`src/rtl/dldw_pkg.sv`:
```
`timescale 1ns / 1ps
`default_nettype none
// ----------------------------------------------------------------------------
// Decimal LCD digit writer package
// Widths, segment patterns and the microcode program of the digit writer.
// ----------------------------------------------------------------------------
package dldw_pkg;

	localparam int NUMBER_W        = 31;
	localparam int BIT_CNT_W       = $clog2(NUMBER_W + 1);
	localparam int BCD_DIGITS      = 10;
	localparam int BCD_W           = 4 * BCD_DIGITS;
	localparam int ROWS            = 4;
	localparam int DIGIT_COUNT_DEF = 6;

	typedef enum logic [1:0] {
		OP_LOAD,
		OP_SHIFT,
		OP_EMIT
	} op_t;

	typedef enum logic [1:0] {
		COND_NO_INPUT,
		COND_MORE_BITS,
		COND_NOT_DONE
	} cond_t;

	typedef logic [1:0] pc_t;

	localparam pc_t PC_LOAD  = 2'd0;
	localparam pc_t PC_SHIFT = 2'd1;
	localparam pc_t PC_EMIT  = 2'd2;

	typedef struct packed {
		op_t   op;
		cond_t cond;
		pc_t   jump;
		pc_t   fall;
	} cw_t;

	typedef struct packed {
		logic in_valid;
		logic more_bits;
		logic emit_fire;
		logic emit_last;
	} status_t;

	typedef struct packed {
		op_t op;
	} ctrl_t;

	function automatic cw_t microcode(input pc_t pc);
		cw_t cw;
		case (pc)
			PC_LOAD:  cw = '{op: OP_LOAD,  cond: COND_NO_INPUT,  jump: PC_LOAD,  fall: PC_SHIFT};
			PC_SHIFT: cw = '{op: OP_SHIFT, cond: COND_MORE_BITS, jump: PC_SHIFT, fall: PC_EMIT};
			PC_EMIT:  cw = '{op: OP_EMIT,  cond: COND_NOT_DONE,  jump: PC_EMIT,  fall: PC_LOAD};
			default:  cw = '{op: OP_LOAD,  cond: COND_NO_INPUT,  jump: PC_LOAD,  fall: PC_LOAD};
		endcase
		return cw;
	endfunction

	function automatic logic [15:0] digit_pattern(input logic [3:0] digit);
		logic [15:0] pat;
		case (digit)
			4'd0:    pat = 16'h1551;
			4'd1:    pat = 16'h8110;
			4'd2:    pat = 16'h11e1;
			4'd3:    pat = 16'h11b1;
			4'd4:    pat = 16'h05b0;
			4'd5:    pat = 16'h14b1;
			4'd6:    pat = 16'h14f1;
			4'd7:    pat = 16'h1110;
			4'd8:    pat = 16'h15f1;
			4'd9:    pat = 16'h15b1;
			default: pat = 16'h0000;
		endcase
		return pat;
	endfunction

endpackage
`default_nettype wire

```
`src/rtl/dldw_seq.sv`:
```
`timescale 1ns / 1ps
`default_nettype none
// ----------------------------------------------------------------------------
// Digit writer sequencer
// Step counter over the microcode table with conditional jumps.
// ----------------------------------------------------------------------------
module dldw_seq (
	input  logic              clk,
	input  logic              arst_n,
	input  dldw_pkg::status_t status,
	output dldw_pkg::ctrl_t   ctrl
);
	import dldw_pkg::*;

	pc_t  pc_q;
	pc_t  pc_next;
	cw_t  cw;
	logic taken;

	always_comb begin
		cw = microcode(pc_q);
	end

	always_comb begin
		case (cw.cond)
			COND_NO_INPUT:  taken = !status.in_valid;
			COND_MORE_BITS: taken = status.more_bits;
			COND_NOT_DONE:  taken = !(status.emit_fire && status.emit_last);
			default:        taken = 1'b0;
		endcase
		pc_next = taken ? cw.jump : cw.fall;
	end

	always_ff @(posedge clk or negedge arst_n) begin
		if (!arst_n) begin
			pc_q <= PC_LOAD;
		end else begin
			pc_q <= pc_next;
		end
	end

	always_comb begin
		ctrl.op = cw.op;
	end

endmodule
`default_nettype wire

```
`src/rtl/decimal_lcd_digit_writer.sv`:
```
// After a number is accepted, the binary to decimal conversion runs its
// 31 shift-and-adjust steps before the first digit word appears.
// Then one digit word per cycle follows while the receiver does not stall;
// no new number is accepted until the last digit word of the previous one.
// Reset clears the sequencer, the output valid and the whole LCD image.
`timescale 1ns / 1ps
`default_nettype none
// ----------------------------------------------------------------------------
// Decimal LCD digit writer
// Converts a number to decimal and merges its digit segments into the LCD image.
// ----------------------------------------------------------------------------
module decimal_lcd_digit_writer #(
	parameter int DIGIT_COUNT = dldw_pkg::DIGIT_COUNT_DEF
) (
	input  logic                          clk,
	input  logic                          arst_n,
	input  logic                          in_valid,
	output logic                          in_stall,
	input  logic [dldw_pkg::NUMBER_W-1:0] number,
	output logic                          out_valid,
	input  logic                          out_stall,
	output logic [2:0]                    digit_position,
	output logic [3:0]                    digit_value,
	output logic [1:0]                    byte_column,
	output logic [7:0]                    row_byte_0,
	output logic [7:0]                    row_byte_1,
	output logic [7:0]                    row_byte_2,
	output logic [7:0]                    row_byte_3,
	output logic                          last_digit
);
	import dldw_pkg::*;

	localparam int COLUMNS = (DIGIT_COUNT + 1) / 2;
	localparam int COL_W   = (COLUMNS > 1) ? $clog2(COLUMNS) : 1;

	ctrl_t   ctrl;
	status_t status;

	logic [NUMBER_W-1:0]  shreg_q;
	logic [BCD_W-1:0]     bcd_q;
	logic [BCD_W-1:0]     bcd_adj;
	logic [BIT_CNT_W-1:0] bits_q;
	logic [2:0]           pos_q;
	logic [7:0]           image_q [ROWS][COLUMNS];
	logic [7:0]           merged [ROWS];
	logic [15:0]          pat;
	logic [1:0]           col;
	logic [COL_W-1:0]     col_idx;
	logic                 accept;
	logic                 emit_fire;
	logic                 emit_last;
	logic                 out_valid_q;

	dldw_seq u_seq (
		.clk    (clk),
		.arst_n (arst_n),
		.status (status),
		.ctrl   (ctrl)
	);

	assign in_stall  = (ctrl.op != OP_LOAD);
	assign accept    = in_valid && !in_stall;
	assign emit_fire = (ctrl.op == OP_EMIT) && (!out_valid_q || !out_stall);
	assign emit_last = (bcd_q[BCD_W-1:4] == '0) || (pos_q == 3'd0);

	always_comb begin
		status.in_valid  = in_valid;
		status.more_bits = (bits_q != BIT_CNT_W'(1));
		status.emit_fire = emit_fire;
		status.emit_last = emit_last;
	end

	always_comb begin
		for (int i = 0; i < BCD_DIGITS; i++) begin
			if (bcd_q[4*i +: 4] >= 4'd5) begin
				bcd_adj[4*i +: 4] = bcd_q[4*i +: 4] + 4'd3;
			end else begin
				bcd_adj[4*i +: 4] = bcd_q[4*i +: 4];
			end
		end
	end

	assign pat     = digit_pattern(bcd_q[3:0]);
	assign col     = pos_q[2:1];
	assign col_idx = col[COL_W-1:0];

	always_comb begin
		for (int r = 0; r < ROWS; r++) begin
			if (pos_q[0]) begin
				merged[r] = {pat[15-4*r -: 4], image_q[r][col_idx][3:0]};
			end else begin
				merged[r] = {image_q[r][col_idx][7:4], pat[15-4*r -: 4]};
			end
		end
	end

	always_ff @(posedge clk) begin
		if (accept) begin
			shreg_q <= number;
			bcd_q   <= '0;
			bits_q  <= BIT_CNT_W'(NUMBER_W);
			pos_q   <= 3'(DIGIT_COUNT - 1);
		end else if (ctrl.op == OP_SHIFT) begin
			shreg_q <= {shreg_q[NUMBER_W-2:0], 1'b0};
			bcd_q   <= {bcd_adj[BCD_W-2:0], shreg_q[NUMBER_W-1]};
			bits_q  <= bits_q - BIT_CNT_W'(1);
		end else if (emit_fire) begin
			bcd_q <= {4'd0, bcd_q[BCD_W-1:4]};
			pos_q <= pos_q - 3'd1;
		end
	end

	always_ff @(posedge clk or negedge arst_n) begin
		if (!arst_n) begin
			for (int r = 0; r < ROWS; r++) begin
				for (int c = 0; c < COLUMNS; c++) begin
					image_q[r][c] <= 8'h00;
				end
			end
		end else if (emit_fire) begin
			for (int r = 0; r < ROWS; r++) begin
				image_q[r][col_idx] <= merged[r];
			end
		end
	end

	always_ff @(posedge clk or negedge arst_n) begin
		if (!arst_n) begin
			out_valid_q <= 1'b0;
		end else if (emit_fire) begin
			out_valid_q <= 1'b1;
		end else if (!out_stall) begin
			out_valid_q <= 1'b0;
		end
	end

	always_ff @(posedge clk) begin
		if (emit_fire) begin
			digit_position <= pos_q;
			digit_value    <= bcd_q[3:0];
			byte_column    <= col;
			row_byte_0     <= merged[0];
			row_byte_1     <= merged[1];
			row_byte_2     <= merged[2];
			row_byte_3     <= merged[3];
			last_digit     <= emit_last;
		end
	end

	assign out_valid = out_valid_q;

	a_accept_starts_shift: assert property (@(posedge clk) disable iff (!arst_n)
		accept |=> (ctrl.op == OP_SHIFT))
		else $error("An accepted number did not start the conversion.");

	a_digit_decimal: assert property (@(posedge clk) disable iff (!arst_n)
		emit_fire |-> (bcd_q[3:0] <= 4'd9))
		else $error("A digit outside zero to nine was written.");

	a_word_only_from_emit: assert property (@(posedge clk) disable iff (!arst_n)
		(ctrl.op != OP_EMIT) |=> !$rose(out_valid))
		else $error("A digit word appeared outside the emit step.");

	a_last_returns_to_load: assert property (@(posedge clk) disable iff (!arst_n)
		(emit_fire && emit_last) |=> (ctrl.op == OP_LOAD))
		else $error("The sequencer did not return to load after the last digit.");

endmodule
`default_nettype wire

```
`config.mk`:
```
export PLATFORM = sky130hd
export DESIGN_NAME = decimal_lcd_digit_writer
export DESIGN_NICKNAME = d
export VERILOG_FILES = /design/src/rtl/dldw_pkg.sv /design/src/rtl/dldw_seq.sv /design/src/rtl/decimal_lcd_digit_writer.sv
export SDC_FILE = /design/constraint.sdc
export NUM_CORES = 1
export LEC_CHECK = 0
export BUFFER_PORTS_ARGS = -buffer_cell sky130_fd_sc_hd__clkbuf_2
export CAP_MARGIN = 10
export CORE_MARGIN = 2
export CORE_UTILIZATION = 60
export CTS_CLUSTER_DIAMETER = 80
export DETAILED_ROUTE_END_ITERATION = 8
export PLACE_DENSITY = 0.79
export SLEW_MARGIN = 10
export SYNTH_ARGS = -nofsm -noshare
export SYNTH_HDL_FRONTEND = slang
export SYNTH_HIERARCHICAL = 1
export SYNTH_SLANG_ARGS = --single-unit
```
`constraint.sdc`:
```
create_clock -name clk -period 3.3 [get_ports clk]
set_input_delay 0.495 -clock clk [delete_from_list [all_inputs] [get_ports clk]]
set_output_delay 0.495 -clock clk [all_outputs]
set_load 0.02 [all_outputs]
```
## Word level (Yosys, flattened, before mapping)

Memories as Yosys holds them, arrays and structs flattened. A register that Yosys moved wholly into a read port is not among the register bits.
Cells that the tools add are included.

- Flip-flop bits (word level): 220
- Bits in latches: 0
- Memory bits (writable): 0
- ROM bits: 144
- Input bits: 35
- Output and inout bits: 44
- Logic and storage cells: 123
- Memories kept: 1

Memory list:

| name | words | width | rd ports | clocked after Yosys merged registers in | write ports | RTL line | text |
|---|---|---|---|---|---|---|---|
| (no name shown) | 16 | 9 | 1 | 1 | 0 | dldw_pkg.sv:65 | `case (digit)` |

- $add $sub $neg: 12
- Multipliers: 0
- Divide/modulo/power cells: 0
- Order comparisons: 12
- Equality and inequality tests: 8
- Shifts and indexed selects: 0
- Muxes and demuxes: 43
- Bitwise gates (word level): 2
- Reduce and logical (&&, ||, !) cells: 19

Operators by type and width:

| cell | number |
|---|---|
| two-way mux 8 bit | 13 |
| bitwise mux 24 bit | 4 |
| two-way mux 40 bit | 2 |
| binary-select mux 8 bit (select 2 bit) | 4 |
| two-way mux 31 bit | 2 |
| two-way mux 4 bit | 11 |
| >= comparator 4 x 3 -> 1 bit (second input constant) | 10 |
| adder 4 x 2 -> 4 bit (second input constant) | 9 |
| logical NOT 36 bit | 1 |
| case mux 8 bit (3 select lines) | 1 |
| demux 8 bit (select 2 bit) | 1 |
| equality test 2 x 1 -> 1 bit (second input constant) | 3 |
| equality test 2 bit (second input constant) | 3 |
| nonzero test 2 bit | 3 |
| logical NOT 1 bit | 5 |
| inequality test 5 x 1 -> 1 bit (second input constant) | 1 |
| subtractor 5 x 1 -> 5 bit (second input constant) | 1 |
| logical AND 1 bit | 4 |
| logical NOT 2 bit | 2 |
| adder 3 x 2 -> 3 bit (second input constant) | 1 |
| >= comparator 3 bit (second input constant) | 1 |
| logical NOT 3 bit | 1 |
| less-than comparator 3 x 1 -> 1 bit (second input constant) | 1 |
| two-way mux 3 bit | 1 |
| other kinds (9) | 11 |

## Depth between registers and ports, before layout

Gate-level depths: netlist of the first run.

- Word-level depth: 8
- Mapped depth: 12

## Modules after synthesis

Netlist of the first run, hierarchy kept.

By module, submodules not included:

| module | times used | cells each | area each (um2) |
|---|---|---|---|
| decimal_lcd_digit_writer | 1 | 957 | 10565.1 |
| dldw_seq | 1 | 17 | 167.7 |

## Worst setup path after synthesis of the first run

Ideal clock, no wire load.

- Path type: register to register
- Start point: register u_seq.pc_q[0]
- End point: register u_seq.pc_q[1]
- Arrival: 2405 ps
- Data required time: 3173 ps
- Setup slack: 768 ps
- Cell stages (with the launch flop): 9
- Period minus slack after synthesis: 2532 ps
- Path through: dfrtp_1 -> inv_1 -> ha_1 -> a21boi_4 -> nand2_2 -> inv_1 -> buf_2 -> a21boi_1 -> o32a_2

RTL lines:

| item | RTL line | text |
|---|---|---|
| start, declared | dldw_seq.sv:15 | `pc_t pc_q;` |
| start signal, assigned | dldw_seq.sv:38 | `pc_q <= pc_next;` |

==> results.md, run 1 <==
* Die area at 18970 µm²
* Drt wl/cell at 17.63 µm
* IO Pins at 79
* Vias in the first global route at 7449
* Synthesis-to-layout area growth at 12.88%
* Via count at 7625
* Placed cells at 1240
* Synth area leader: dfrtp_1
* Synth top area cells: dfrtp_1, edfxtp_1, dfxtp_1, mux2_2, ha_1
* WP depth at 11
* CP max stage delay at 0.46 ns
* Global Route Usage Sum at 0.2448
* Place WS at 0.5329 ns
* Switching Share at 0.3677
* Slowest cell on the critical path: o311ai_0
* Net Switching at 3.884 mW
* Synth Area in XOR/XNOR at 0.01224
* CP Launch Type: register
* Most frequent cell after synthesis: nand2_1
* Clock skew at 0.009113 ns
* Setup ws final at 0.3848 ns
* CTS tree: done
* Initial antenna violation count at 0
* Pin count of the biggest net entering global routing at 68
* Asr flop ratio synth at 0.4381
* Drt pass-1 iters at 5
* Mean area per synthesized cell at 11.02 µm²
* Initial Util at 0.6162
* P_int at 6.679 mW
* Synth Area in Simple Gates at 0.1056
* Worst VDD drop at 645.6 µV
* N_diodes at 0
* Post-synth EDFFs at 71
* Synth cell count leaders: nand2_1, dfrtp_1, mux2_2
* Area fraction in compound gates after synthesis at 0.1298
* Crit path buf inv count at 2
* Share of the synthesized area in the top cell type at 0.2308
* Req. time, crit path at 3.68 ns
* Fmax at 0.3430 GHz
* #FFs+latches synth at 226
* Reg2Reg Depth at 11
* Arrival time worst endpoint at 3.30 ns
* Cells after Synth at 974
* Flop pwr share at 0.390
* CTS Buffer Depth at 3
* Fin cells at 1284
* CTS H-tree depth at 1
* Main flop type after synthesis: dfrtp_1
* Setup repair after global routing missed its margin: false
* CTS Hold Buffers Added at 0
* Worst Hold Class: in2async
* Root Buffer: clkbuf_16
* DPL Wire Length at 14.00 mm
* Main combinational cell family by area after synthesis: compound AO/OA/AOI/OAI gates
* First-pass GRT wire length at 37.01 mm
* Combinational share of power at 0.355
* CTS buffer count at 24
* Worst slew margin at 0.2957
* Final setup fails at 0
* Synth cell types at 64
* Crit Path Max Fanout at 11
* Mux cell area share after synthesis at 0.1286
* Final #Nets at 1118
* Post-route cell area at 12120 µm²
* Final core occ at 0.6956
* Remaining Overflow, GRT at 0
* Setup_tns at 0 ns
* Avg Vias per Cell at 5.938
* Clock-pin transition on the worst setup and hold timing paths at 0.06 ns
* Critical path capture point type: register
* Pwr Total at 10.56 mW
* Core Rows at 48
* Share of layout cells above drive strength 1 at 0.2342
* Setup repair bufs after CTS at 0
* DRC at 0
* Final Hold Fails at 0
* Worst-path cell chain: inv_1, ha_1, a21bo_2, o22ai_1, a22oi_1, a21boi_0, or2_2, ha_1, inv_1, o311ai_0, o21ai_0
* Hold WS at 0.02487 ns
* Placed Area at 11320 µm²
* Final critical-path share of the clock period at 0.8834
* Max-Cap Viols at 0
* Fin crit period at 2.915 ns
* Post-synthesis cell area at 10730 µm²
* GP Congestion at 0.8986
* Outcome: finished clean
* Post-route ant nets at 0
* Later-pin clock latency in the skew report at 0.52 ns
* Post-CTS resize count at 0
* P per Cell Area at 871.9 nW/µm²
* Die H at 137.7 µm
* Seq/Total Area, Yosys at 0.5339
* Slew Limit Fails at 0
* Least-Margin Pin Slew at 1.055 ns
* Clk network pwr share at 0.255
* Die Wd at 137.7 µm
* Synth warnings at 6
* PortBufs at 78
* Post-Route WL at 22.64 mm
* Mapped Nets at 1051
* CP top delay family: compound AO/OA/AOI/OAI gates
* Clock Sinks at 226
* Iteration-0 DRC Markers at 543
* Setup Crit Path Kind: reg2reg
* Core area at 17420 µm²
* Leakage at 5.478 nW
* Adder-cell share of the synthesized area at 0.04896
state kept, by name, summed over array words and instances (netlist names), 2 cells and up:
register,cells
bcd_q,40
bits_q,5
byte_column,2
digit_value,4
image_q,96
pat,8
pos_q,3
row_byte_0,8
row_byte_1,8
row_byte_2,8
row_byte_3,8
shreg_q,31
u_seq/pc_q,2
cell families after synthesis:
| group | Yosys count |
|---|---|
| mux | 126 |
| flops | 226 |
| fa+ha+maj | 42 |
| buf+inv | 102 |
| xor+xnor | 15 |
| simple gates | 253 |
| compound gates | 210 |
metal layers:
metal	wire length [µm]	global-route usage	vias to the layer above
met4	439	0.07766	0
met1	9727	0.3271	3756
met2	11230	0.4138	224
met5	0	0	-
met3	1242	0.03606	47
li1	-	-	3598
worst register-to-register path, cell delays in order, from the launching register on:
cell and delay, ns:
dfrtp_1 0.36, inv_1 0.08, ha_1 0.31, a21bo_2 0.27, o22ai_1 0.08, a22oi_1 0.32
a21boi_0 0.36, or2_2 0.20, ha_1 0.16, inv_1 0.04, o311ai_0 0.46, o21ai_0 0.16
layout make-up:
cell class                      instances  area (µm²)
Clock buffer                           33       686.9
Multi-Input combinational cell        646        4576
Inverter                               43       161.4
Fill cell                            1270        5301
Clock inverter                         11       107.6
Sequential cell                       226        5732
Timing Repair Buffer                  100       570.5
Tap cell                              225       281.5
power groups by stage:
stage	clock (mW)	sequential (mW)	combinational [mW]
floorplan	0	3.99	2.90
global placement	0	4.14	3.58
detailed placement	0	4.16	3.70
CTS	2.72	4.11	3.74
global route	2.82	4.19	4.25
finish	2.69	4.12	3.75
final timing paths:
check | to | slack (ns) | from
worst max-delay path | pat[0]$_DFF_P_ | 0.38 | u_seq/pc_q[0]$_DFF_PN0_
worst min-delay path | image_q[85]$_DFFE_PN0P_ | 0.02 | arst_n
worst max register to register | pat[0]$_DFF_P_ | 0.38 | u_seq/pc_q[0]$_DFF_PN0_
worst min register to register | bcd_q[37]$_SDFFE_PP0N_ | 0.49 | bcd_q[37]$_SDFFE_PP0N_
max in group asynchronous | out_valid$_DFFE_PN0P_ | 2.45 | arst_n
min in group clk | shreg_q[13]$_DFFE_PP_ | 0.24 | number[13]
placed cells by master (no fill, tap or decap), drive strengths merged, types with 23 or more instances in the layout:
master and instances:
nand2 138, mux2 95, edfxtp 71, clkbuf 110
a21oi 89, dfxtp 56, a22oi 24, o21ai 33
inv 43, ha 42, nor2 50, dfrtp 99
mux2i 31, buf 23
Power figures use the tool's default switching activity.
==> inputs of run 2 (changes only) <==
Settings changed: ABC_AREA set to 1, PLACE_DENSITY 0.79 to 0.8.
==> run 2 against run 1 <==
Clock-buffer cell count grew 1. Global-route usage grew 0.15 points. Sequential power shrank 4%. Highest routed layer unchanged. Largest power group unchanged. Design area shrank 1.0%.
==> results.md, run 2 <==
* GP Congestion at 0.8659 (-3.6%)
* Cells after Synth at 1217 (+25%)
* Post-route cell area at 11990 µm² (-1.0%)
* Seq/Total Area, Yosys at 0.5397 (+0.005788)
* N_diodes at 0 (unchanged)
* P_int at 6.247 mW (-6.5%)
* FILL cells at 1326 (+4.4%)
* Die H at 137.0 µm (-0.52%)
* Iteration-0 DRC Markers at 645 (+19%)
* Post-synth EDFFs at 71 (unchanged)
* Drt wl/cell at 14.89 µm (-16%)
* Critical path capture point type: register
* Net Switching at 3.304 mW (-15%)
* CTS tree: done
* Least-Margin Pin Slew at 0.8951 ns (-0.1603 ns)
* Synth warnings at 6 (unchanged)
* Final #Nets at 1357 (+21%)
* Switching Share at 0.3459 (-0.02177)
* Initial antenna violation count at 0 (unchanged)
* Share of layout cells above drive strength 1 at 0.1279 (-0.1063)
* Most frequent CP cell: nand2_1
* #FFs+latches synth at 226 (unchanged)
* Via count at 8280 (+8.6%)
* CP top delay family: simple AND/OR/NAND/NOR gates
* PortBufs at 78 (unchanged)
* Post-CTS resize count at 0 (unchanged)
* Vias in the first global route at 7889 (+5.9%)
* Worst Hold Class: in2async
* Slowest cell on the critical path: inv_2
* Remaining Overflow, GRT at 0 (unchanged)
* Synth top area cells: dfrtp_1, edfxtp_1, nand2_1, dfxtp_1, o21ai_0
* Pwr Total at 9.551 mW (-9.6%)
* Core area at 17300 µm² (-0.69%)
* Clock Sinks at 226 (unchanged)
* Wl on met1 at 10.02 mm (+3.0%)
* Placed Area at 11130 µm² (-1.7%)
* Met2 Wirelength at 11.13 mm (-0.89%)
* Fin crit period at 2.739 ns (-0.1763 ns)
* Final critical-path share of the clock period at 0.8300 (-0.05342)
* Mean area per synthesized cell at 8.724 µm² (-21%)
* Top Layer Used: met4
* Synth area leader: dfrtp_1
* Crit Path Max Fanout at 17 (+6)
* DPL Wire Length at 14.16 mm (+1.1%)
* Synthesis-to-layout area growth at 12.94% (about the same)
* Share of the synthesized area in the top cell type at 0.2333 (+0.002502)
* Max reg flops at 96 (unchanged)
* Later-pin clock latency in the skew report at 0.52 ns (about the same)
* Met3 WL at 1.214 mm (-2.3%)
* CTS H-tree depth at 1 (unchanged)
* Synth cell types at 40 (-38%)
* Global Route Usage Sum at 0.2463 (+0.001511)
* FF+latch area at 5731 µm² (about the same)
* Max-Cap Viols at 0 (unchanged)
* First-pass GRT wire length at 37.65 mm (+1.7%)
* Commonest non-fill, non-tap cell in the layout: nand2_1
* Core Rows at 48 (unchanged)
* Crit path buf inv count at 4 (+2)
* CTS Buffer Depth at 3 (unchanged)
* Mapped Nets at 1294 (+23%)
* Final setup fails at 0 (unchanged)
* Most frequent cell after synthesis: nand2_1
* Avg Vias per Cell at 5.437 (-8.5%)
* Clk network pwr share at 0.300 (+0.045)
* Worst VDD drop at 536.1 µV (-17%)
* Asr flop ratio synth at 0.4381 (unchanged)
* IO Pins at 79 (unchanged)
* Fmax at 0.3651 GHz (+6.4%)
* Flop pwr share at 0.415 (+0.025)
* Initial Util at 0.6139 (-0.002376)
* Post-Route WL at 22.67 mm (+0.15%)
* Arrival time worst endpoint at 3.20 ns (-0.10 ns)
* Req. time, crit path at 3.76 ns (+0.08 ns)
* Setup repair after global routing missed its margin: false
* Most frequent cells in the layout: nand2_1, o21ai_0, inv_1
* Outcome: finished clean
* Synth cell count leaders: nand2_1, o21ai_0, inv_1
* Top reg by flops: image_q
* Die area at 18780 µm² (-1.0%)
* Pin count of the biggest net entering global routing at 69 (+1.5%)
* Final core occ at 0.6933 (-0.002331)
* Leakage at 5.478 nW (about the same)
* Post-synthesis cell area at 10620 µm² (-1.1%)
* Main flop type after synthesis: dfrtp_1
* CTS buffer count at 24 (unchanged)
* CP max stage delay at 0.38 ns (-0.08 ns)
* Root Buffer: clkbuf_16
* Slew Limit Fails at 0 (unchanged)
* Setup_tns at 0 ns (unchanged)
* Area occupied by multi-input gates at 4148 µm² (-9.4%)
* Combinational share of power at 0.286 (-0.069)
* Top flop regs: image_q (96), bcd_q (40), shreg_q (31)
* DRC at 0 (unchanged)
* P per Cell Area at 796.5 nW/µm² (-8.6%)
* Setup repair bufs after CTS at 0 (unchanged)
* CTS Hold Buffers Added at 0 (unchanged)
* Worst-path cell chain: inv_1, ha_1, inv_1, nand3_4, inv_2, nand2_1, nand2_1, inv_1, nand2_1, nand2_1, ha_1, nand3b_1, nand2_1, nand2_1, nand2_1
* Setup Crit Path Kind: reg2reg
* Post-route ant nets at 0 (unchanged)
* Clock skew at 0.01438 ns (+0.005269 ns)
* Drt pass-1 iters at 6 (+1)
* Die Wd at 137.0 µm (-0.52%)
* Clock-pin transition on the worst setup and hold timing paths at 0.06 ns (about the same)
* CP Launch Type: register
* Worst slew margin at 0.4024 (+0.1067)
* Final Hold Fails at 0 (unchanged)
run 2: cell count changes after synthesis, sizes merged, moves of 19 or more:
cell	previous run	this run
a21oi	89	32
nand2	138	409
nand2b	19	0
nand3	5	59
o21ai	33	149
a31oi	3	29
mux2i	31	0
mux2	95	0
inv	43	118
run 2: power groups by stage:
stage / Combinational [mW] / Sequential [mW] / Clock (mW)
after floorplan: 1.88 / 4.07 / 0
after global placement: 2.63 / 3.99 / 0
after detailed placement: 2.71 / 4.01 / 0
after CTS: 2.74 / 3.96 / 2.91
after global routing: 3.06 / 4.02 / 3.02
final: 2.73 / 3.96 / 2.86
run 2: logic make-up (layout without fill, tap and decap cells):
group | after synthesis | count (layout) | synth area share
buffers and inverters | 174 | 255 | 0.06964
xor gates and xnor gates | 9 | 9 | 0.007424
adders and majority gates | 42 | 42 | 0.04949
AOI/OAI and AO/OA | 242 | 242 | 0.1273
and+or+nand+nor | 524 | 524 | 0.2065
DFF | 226 | 226 | 0.5397
run 2: worst register-to-register path: cells and delay by family (launching register included):
kind / cells / cell delay, ns
adder cells (fa/ha/maj): 2 / 0.61
AND/OR/NAND/NOR: 9 / 1.10
flip-flops: 1 / 0.37
buffers and inverters: 4 / 0.61
run 2: routing by layer:
layer / track usage / vias to the layer above
met1: 0.3403 / 3871
li1: - / 4139
met5: 0 / -
met2: 0.4102 / 246
met3: 0.03593 / 24
met4: 0.06300 / 0
run 2: worst paths after layout:
| check | start | slack (ns) | cells past startpoint | endpoint |
|---|---|---|---|---|
| min in group clk | number[28] | 0.25 | 3 | shreg_q[28]$_DFFE_PP_ |
| max in group asynchronous | arst_n | 2.54 | 2 | image_q[34]$_DFFE_PN0P_ |
| hold / removal | arst_n | 0.04 | 1 | image_q[77]$_DFFE_PN0P_ |
| setup reg to reg | u_seq/pc_q[1]$_DFF_PN0_ | 0.56 | 15 | pat[0]$_DFF_P_ |
| setup / recovery | u_seq/pc_q[1]$_DFF_PN0_ | 0.56 | 15 | pat[0]$_DFF_P_ |
| hold reg to reg | bcd_q[3]$_SDFFE_PP0N_ | 0.46 | 0 | digit_value[3]$_DFFE_PP_ |
run 2: through the flow:
step,setup slack [ns],std cells,hold slack (ns)
after CTS,0.5674,1523,0.05675
final,0.5610,1523,0.04069
after floorplan,0.9665,1217,0.1994
after detailed placement,0.5794,1479,0.4457
after global routing,0.2953,1523,0.08932
after global placement,0.7403,1479,0.4637
run 2: cell type report:
class	instances	area share
inverters	119	0.03746
multi-input cells	817	0.3459
clock inverters	10	0.01336
well taps	225	0.02348
repair buffers	92	0.04361
clock buffers	34	0.05833
flip-flops and latches	226	0.4779
==> inputs of run 3 (changes only) <==
Settings changed: ABC_AREA 1 to 0, CORE_UTILIZATION 60 to 55, PLACE_DENSITY 0.8 to 0.77.
Clock period 3.3 ns to 2.2 ns, I/O delays scaled along.
==> run 3 against run 2 <==
The run now ends with negative setup slack left. Die area up 10%. Power is 73% higher. Non-clock buffer count rose by 54. Critical endpoint unchanged.
==> results.md, run 3 (same netlist as run 1, synthesis figures left out) <==
* Outcome: finished, violations left
* Failing checks: negative setup slack
* Share of layout cells above drive strength 1 at 0.2805 (+0.1527)
* First-pass GRT wire length at 37.05 mm (-1.6%)
* Pin count of the biggest net entering global routing at 69 (unchanged)
* Later-pin clock latency in the skew report at 0.53 ns (about the same)
* Commonest non-fill, non-tap cell in the layout: nand2_1
* Crit Path Max Fanout at 2 (-15)
* Least-Margin Pin Slew at 0.5636 ns (-0.3314 ns)
* Fin crit period at 2.201 ns (-0.5381 ns)
* PortBufs at 78 (unchanged)
* DRC at 0 (unchanged)
* Clock Sinks at 226 (unchanged)
* Place WS at -0.07997 ns (-0.6593 ns)
* Core area at 19330 µm² (+12%)
* Final setup fails at 1 (+1)
* Root Buffer: clkbuf_16
* Drt pass-1 iters at 5 (-1)
* Via count at 7689 (-7.1%)
* Die area at 20650 µm² (+10%)
* DPL Wire Length at 14.74 mm (+4.1%)
* Hold WS at 0.06863 ns (+0.02794 ns)
* Most frequent cells in the layout: nand2_1, dfrtp_1, mux2_2
* Max reg flops at 96 (unchanged)
* Avg Vias per Cell at 5.612 (+3.2%)
* CTS H-tree depth at 1 (unchanged)
* Fmax at 0.4544 GHz (+24%)
* Setup repair after global routing missed its margin: true
* Die H at 143.7 µm (+4.9%)
* Final core occ at 0.6539 (-0.03937)
* Drt wl/cell at 16.63 µm (+12%)
* Clock-pin transition on the worst setup and hold timing paths at 0.06 ns (about the same)
* N_diodes at 0 (unchanged)
* Worst slew margin at 0.6234 (+0.2209)
* Critical path capture point type: register
* Flop2flop setup slack at -0.0009 ns (-0.56 ns)
* Worst Hold Class: in2reg
* Setup Crit Path Kind: reg2reg
* Setup_tns at -0.0008609 ns (-0.0008609 ns)
* Leakage at 5.738 nW (+4.8%)
* Setup ws final at -0.0008609 ns (-0.5619 ns)
* Arrival time worst endpoint at 2.60 ns (-0.60 ns)
* Post-Route WL at 22.78 mm (+0.46%)
* CP Launch Type: register
* Final critical-path share of the clock period at 1.000 (+0.1704)
* CTS tree: done
* Iteration-0 DRC Markers at 498 (-23%)
* Initial Util at 0.5551 (-0.05876)
* Final Hold Fails at 0 (unchanged)
* CTS buffer count at 24 (unchanged)
* Vias in the first global route at 7451 (-5.6%)
* Die Wd at 143.7 µm (+4.9%)
* IO Pins at 79 (unchanged)
* Global Route Usage Sum at 0.2222 (-0.02404)
* Pwr Total at 16.51 mW (+73%)
* Slew Limit Fails at 0 (unchanged)
* CTS Buffer Depth at 3 (unchanged)
* Req. time, crit path at 2.60 ns (-1.16 ns)
* GP Congestion at 0.8487 (-2.0%)
* Synthesis-to-layout area growth at 17.80%
* Top flop regs: image_q (96), bcd_q (40), shreg_q (31)
* Post-route ant nets at 0 (unchanged)
* Initial antenna violation count at 0 (unchanged)
* Clock skew at 0.01288 ns (-0.001499 ns)
* Top reg by flops: image_q
* Final #Nets at 1164 (-14%)
* Max-Cap Viols at 0 (unchanged)
* P per Cell Area at 1305 nW/µm² (+64%)
* Remaining Overflow, GRT at 0 (unchanged)
* Core Rows at 51 (+6.3%)
* Worst VDD drop at 808.5 µV (+51%)
## run 3: metrics by stage
step	std cells	cell area [µm²]
final	1370	12640
after global routing	1370	12640
after CTS	1369	12570
after detailed placement	1323	11800
after global placement	1323	11800
after floorplan	974	10770
## run 3: cell type report
class	instances	area, µm²
Inverter	43	163.9
Tap cell	265	331.6
Clock inverter	18	121.4
Timing Repair Buffer	146	1010
Multi-Input combinational cell	646	4677
Sequential cell	226	5732
Clock buffer	26	608.1
Fill cell	1518	6691
## run 3: report_power, final
group / leakage (nW) / total [mW] / switching [mW] / internal [mW]
clock network: 0.366 / 3.77 / 1.65 / 2.12
logic: 2.79 / 6.71 / 3.91 / 2.80
registers: 2.59 / 6.03 / 0.585 / 5.44
total: 5.74 / 16.5 / 6.15 / 10.4
## run 3: worst paths after layout
path	cells past startpoint	startpoint	to
max reg2reg	11	u_seq/pc_q[0]$_DFF_PN0_	pat[0]$_DFF_P_
max in group asynchronous	3	arst_n	image_q[51]$_DFFE_PN0P_
max	11	u_seq/pc_q[0]$_DFF_PN0_	pat[0]$_DFF_P_
min	3	number[23]	shreg_q[23]$_DFFE_PP_
min reg2reg	2	bits_q[4]$_SDFFE_PP1N_	bits_q[4]$_SDFFE_PP1N_
min in group asynchronous	2	arst_n	image_q[85]$_DFFE_PN0P_
## run 3: what timing repair did
action,CTS,global route
gates cloned,0,0
pin swaps,1,5
resized for setup,5,19
endpoints found under the hold margin,34,0
setup endpoints to repair,7,134
setup buffers,1,1
hold buffers,1,0
## run 3: worst max-delay path: stages (launching register included)
cell and delay [ns]:
dfrtp_1 0.38, inv_2 0.08, ha_4 0.13, a21bo_2 0.24, o22ai_2 0.16, a22oi_2 0.11, a21boi_2 0.17, or2_4 0.24
ha_1 0.29, inv_2 0.05, a211oi_2 0.14, o21ai_1 0.09
## run 3: metal layers
metal,vias up,share of wire,track usage
met1,3767,0.45,0.3014
met2,184,0.49,0.3764
met3,34,0.045,0.03199
met5,-,0,0
li1,3704,-,-
met4,0,0.021,0.05831
